## src/rtl/ahd_ram.sv

```systemverilog
// generic single-write, single-read ram with registered read data
module ahd_ram #(
  parameter int unsigned WIDTH = 32,
  parameter int unsigned DEPTH = 16
) (
  input  logic                     clk_i,
  input  logic                     we_i,
  input  logic [$clog2(DEPTH)-1:0] waddr_i,
  input  logic [WIDTH-1:0]         wdata_i,
  input  logic                     re_i,
  input  logic [$clog2(DEPTH)-1:0] raddr_i,
  output logic [WIDTH-1:0]         rdata_o
);

  logic [WIDTH-1:0] mem_q [DEPTH];
  logic [WIDTH-1:0] rdata_q;

  // write port
  always_ff @(posedge clk_i) begin
    if (we_i) begin
      mem_q[waddr_i] <= wdata_i;
    end
  end

  // read port, data held while not reading
  always_ff @(posedge clk_i) begin
    if (re_i) begin
      rdata_q <= mem_q[raddr_i];
    end
  end

  assign rdata_o = rdata_q;

endmodule

```

## config.mk

```make
export PLATFORM = sky130hd
export DESIGN_NAME = ahd_ram
export DESIGN_NICKNAME = d
export VERILOG_FILES = /design/src/rtl/ahd_ram.sv
export SDC_FILE = /design/constraint.sdc
export NUM_CORES = 1
export LEC_CHECK = 0
export BUFFER_PORTS_ARGS = -buffer_cell sky130_fd_sc_hd__clkbuf_2
export CORE_MARGIN = 2
export CORE_UTILIZATION = 25
export DETAILED_ROUTE_END_ITERATION = 8
export GPL_TIMING_DRIVEN = 0
export SKIP_LAST_GASP = 1
export SYNTH_ARGS = -nofsm -noshare
export SYNTH_HDL_FRONTEND = slang
export SYNTH_SLANG_ARGS = --single-unit
```

## constraint.sdc

```tcl
create_clock -name clk_i -period 8.1 [get_ports clk_i]
set_clock_uncertainty 0.1 [all_clocks]
set_input_delay 0.81 -clock clk_i [delete_from_list [all_inputs] [get_ports clk_i]]
set_output_delay 0.81 -clock clk_i [all_outputs]
set_load 0.05 [all_outputs]
```

==> results_dict.tcl <==
set metrics [dict create \
    wire_length_of_the_first_global_routing_pass_um 68000 \
    cts_setup_buffers 0 \
    number_of_antenna_violations_at_the_first_check_in_global_routing 7 \
    syn_nets 881 \
    tightest_slew_ns 1.22 \
    timing.final.max_slew_violations 0 \
    layout.cells.most_common_list "544 x sky130_fd_sc_hd__edfxtp_1, 128 x sky130_fd_sc_hd__mux4_2, 72 x sky130_fd_sc_hd__clkbuf_2" \
    cell_family_with_most_cp_delay "buffers and inverters" \
    timing.final.crit_share_pct 28.8 \
    design.portCount 75 \
    worst_setup_hold_path_clk_slew_ns 0.06 \
    post_synth_xor_area_fraction_pct 0 \
    timing.final.crit_period_ns 2.33 \
    final_nets 1035 \
    timing.critical_path.slowest_cell_delay_ns 0.73 \
    critical_path.cell_chain "buf_2 -> buf_1 -> mux4_2 -> a22oi_1 -> nand2_1" \
    synth_top_family_by_area "multiplexers" \
    critical-path-slowest-cell "sky130_fd_sc_hd__buf_1" \
    synth_mux_area_share_pct 14.3 \
    first_pass_iters 5 \
    grtUsageTotal_pct 11.3 \
    multi_input_comb_area_um2 3730 \
    critical_path_required_ns 8.33 \
    ctsHtreeMaxLevel 2 \
    fp.dieW_um 288 \
    grt_remaining_overflow 0 \
    yosys-top-cells-area "sky130_fd_sc_hd__edfxtp_1 81%, sky130_fd_sc_hd__mux4_2 14%, sky130_fd_sc_hd__a22oi_1 2.4%" \
    timing.setup.critical_path_class "primary input to flip-flop" \
    maxSlewHeadroom_pct 18.4 \
    postCtsResizedCells 0 \
    synth_adder_area_share_pct 0 \
    timing.final.hold_violations 0 \
    drt.antenna.violating_nets 0 \
    synthesis.instances 838 \
    grt_pass1_vias 9935 \
    core.rowCount 104 \
    layout-area-overhead-vs-synth_pct 19.0 \
    mostFrequentLayoutCell "sky130_fd_sc_hd__edfxtp_1" \
    synth-compound-area-share_pct 2.38 \
    postRouteWirelength_um 46600 \
    num_vias 9289 \
    timing.reg2reg.setup_slack_ns 6.43 \
    tritoncts_clock_tree "done" \
    design.die.area_um2 83000 \
    cts_inserted_buffers 53 \
    layout.area.seq_um2 16300 \
    syn_area_per_cell_um2 24.1 \
    max_clock_freq_mhz 429 \
    numPortBuffers 72 \
    die-height_um 288 \
    maximum_number_of_pins_on_one_net_before_global_route_repair 33 \
    flip_flop_and_latch_count_after_synthesis 544 \
    drt-vias-per-instance 4.44 \
    crit_buf_inv 2 \
    p_per_area_nw_per_um2 243 \
    critPathMaxFanout 10 \
    cts-hold-fix-buffers 0 \
    post-dp-hpwl_um 29500 \
    sort_of_element_at_the_end_of_the_critical_path "flip-flop" \
    globalplace.congestion 0.698 \
    layout-drive-gt1-share_pct 32.9 \
    status "completed" \
    drt_iter0_markers 830 \
    routedWlPerCell_um 22.3 \
    yosys.area_share.simple_pct 1.25 \
    drv_cap 0 \
    finalCoreUtilization_pct 30.0 \
    synth_area_um2 20200 \
    ctsRootBufferMaster "sky130_fd_sc_hd__clkbuf_16" \
    power_leakage_uw 0.00747 \
    synthDominantAreaCellType "sky130_fd_sc_hd__edfxtp_1" \
    cp-start-kind "primary input" \
    setup-violations-final 0 \
    yosysUniqueCellTypes 17 \
    synthDominantCellAreaShare_pct 81.0 \
    hold_class "primary input to flip-flop" \
    initial_utilization_pct 25.2 \
    clk-insertion-delay-late_ns 0.61 \
    final.setup.tns_ns 0 \
    layout.filler_cells 7766 \
    cts_num_sinks 544 \
    rsz0062_at_grt "no" \
    vdd_drop_max_uv 153 \
    floorplan.core_area_um2 80200 \
    synthesis.yosys.warnings 0 \
    ctsLongestPathBuffers 3 \
    drc 0 \
    synth-seq-area-share_pct 81.0 \
    worst_ep_arrival_time_ns 2.56 \
]
==> registers in the layout, summed over array words and instances, names as in the netlist <==
| register | flops |
|---|---|
| mem_q | 512 |
| rdata_o | 32 |
==> per-layer routing <==
metal  global-route usage (%)  up-vias  routed length (um)
met5                        0        -                  75
met4                     3.26       12                1010
met3                     2.47       81                2830
met2                     18.2      291               22200
met1                     15.4     4981               20500
li1                         -     3924                   -
==> area by class of cell <==
type / count / share of cell area [%]
multi-input cells: 251 / 15.5
clock inverters: 38 / 1.12
diodes: 1 / 0.0104
flip-flops and latches: 544 / 68.0
repair buffers: 99 / 3.28
plain buffers: 43 / 0.928
clock buffers: 56 / 5.57
well taps: 1060 / 5.52
==> logic make-up after synthesis <==
logic type | count (synthesis)
AO/OA/AOI/OAI | 64
buffers and inverters | 43
flip-flops | 544
multiplexers | 128
AND/OR/NAND/NOR | 59
==> cell usage after synthesis <==
cell,n
sky130_fd_sc_hd__a22oi_1,64
sky130_fd_sc_hd__edfxtp_1,544
sky130_fd_sc_hd__and2_1,1
sky130_fd_sc_hd__nand2b_1,2
sky130_fd_sc_hd__or3b_2,1
sky130_fd_sc_hd__nor2b_1,2
sky130_fd_sc_hd__buf_2,4
sky130_fd_sc_hd__clkbuf_1,17
sky130_fd_sc_hd__buf_1,9
sky130_fd_sc_hd__mux4_2,128
sky130_fd_sc_hd__buf_4,11
sky130_fd_sc_hd__nand3_1,1
sky130_fd_sc_hd__buf_6,2
sky130_fd_sc_hd__nand3b_1,2
sky130_fd_sc_hd__nand2_1,33
sky130_fd_sc_hd__nor2_1,13
sky130_fd_sc_hd__nor3_1,4
==> per-stage QoR <==
step / instance area (um^2) / worst slack [ns] / cells / total power [uW] / hold WS [ns]
after global placement: 21900 / 1.11 / 1970 / 3570 / 0.640
after detailed placement: 22400 / 5.12 / 1997 / 3590 / 0.642
final: 24000 / 5.77 / 2092 / 5830 / 0.494
after floorplan: 20200 / 4.01 / 838 / 3440 / 0.610
after CTS: 24000 / 5.75 / 2091 / 5890 / 0.463
after global routing: 24000 / 5.64 / 2091 / 6020 / 0.512
==> power by group <==
part	switching [uW]	internal [uW]	total (uW)	leakage, uW
logic	219	115	334	0.00173
clock network	1040	1260	2310	0.000798
registers	17.9	3170	3190	0.00494
total	1280	4550	5830	0.00747
==> path summary, 6_finish.rpt <==
check / start / to / cells after the start
hold / removal: wdata_i[28] / mem_q[14][28] / 1
hold reg to reg: mem_q[14][2] / rdata_o[2] / 3
setup reg to reg: mem_q[3][2] / rdata_o[2] / 3
setup / recovery: raddr_i[1] / rdata_o[27] / 5
Power figures use the tool's default switching activity.
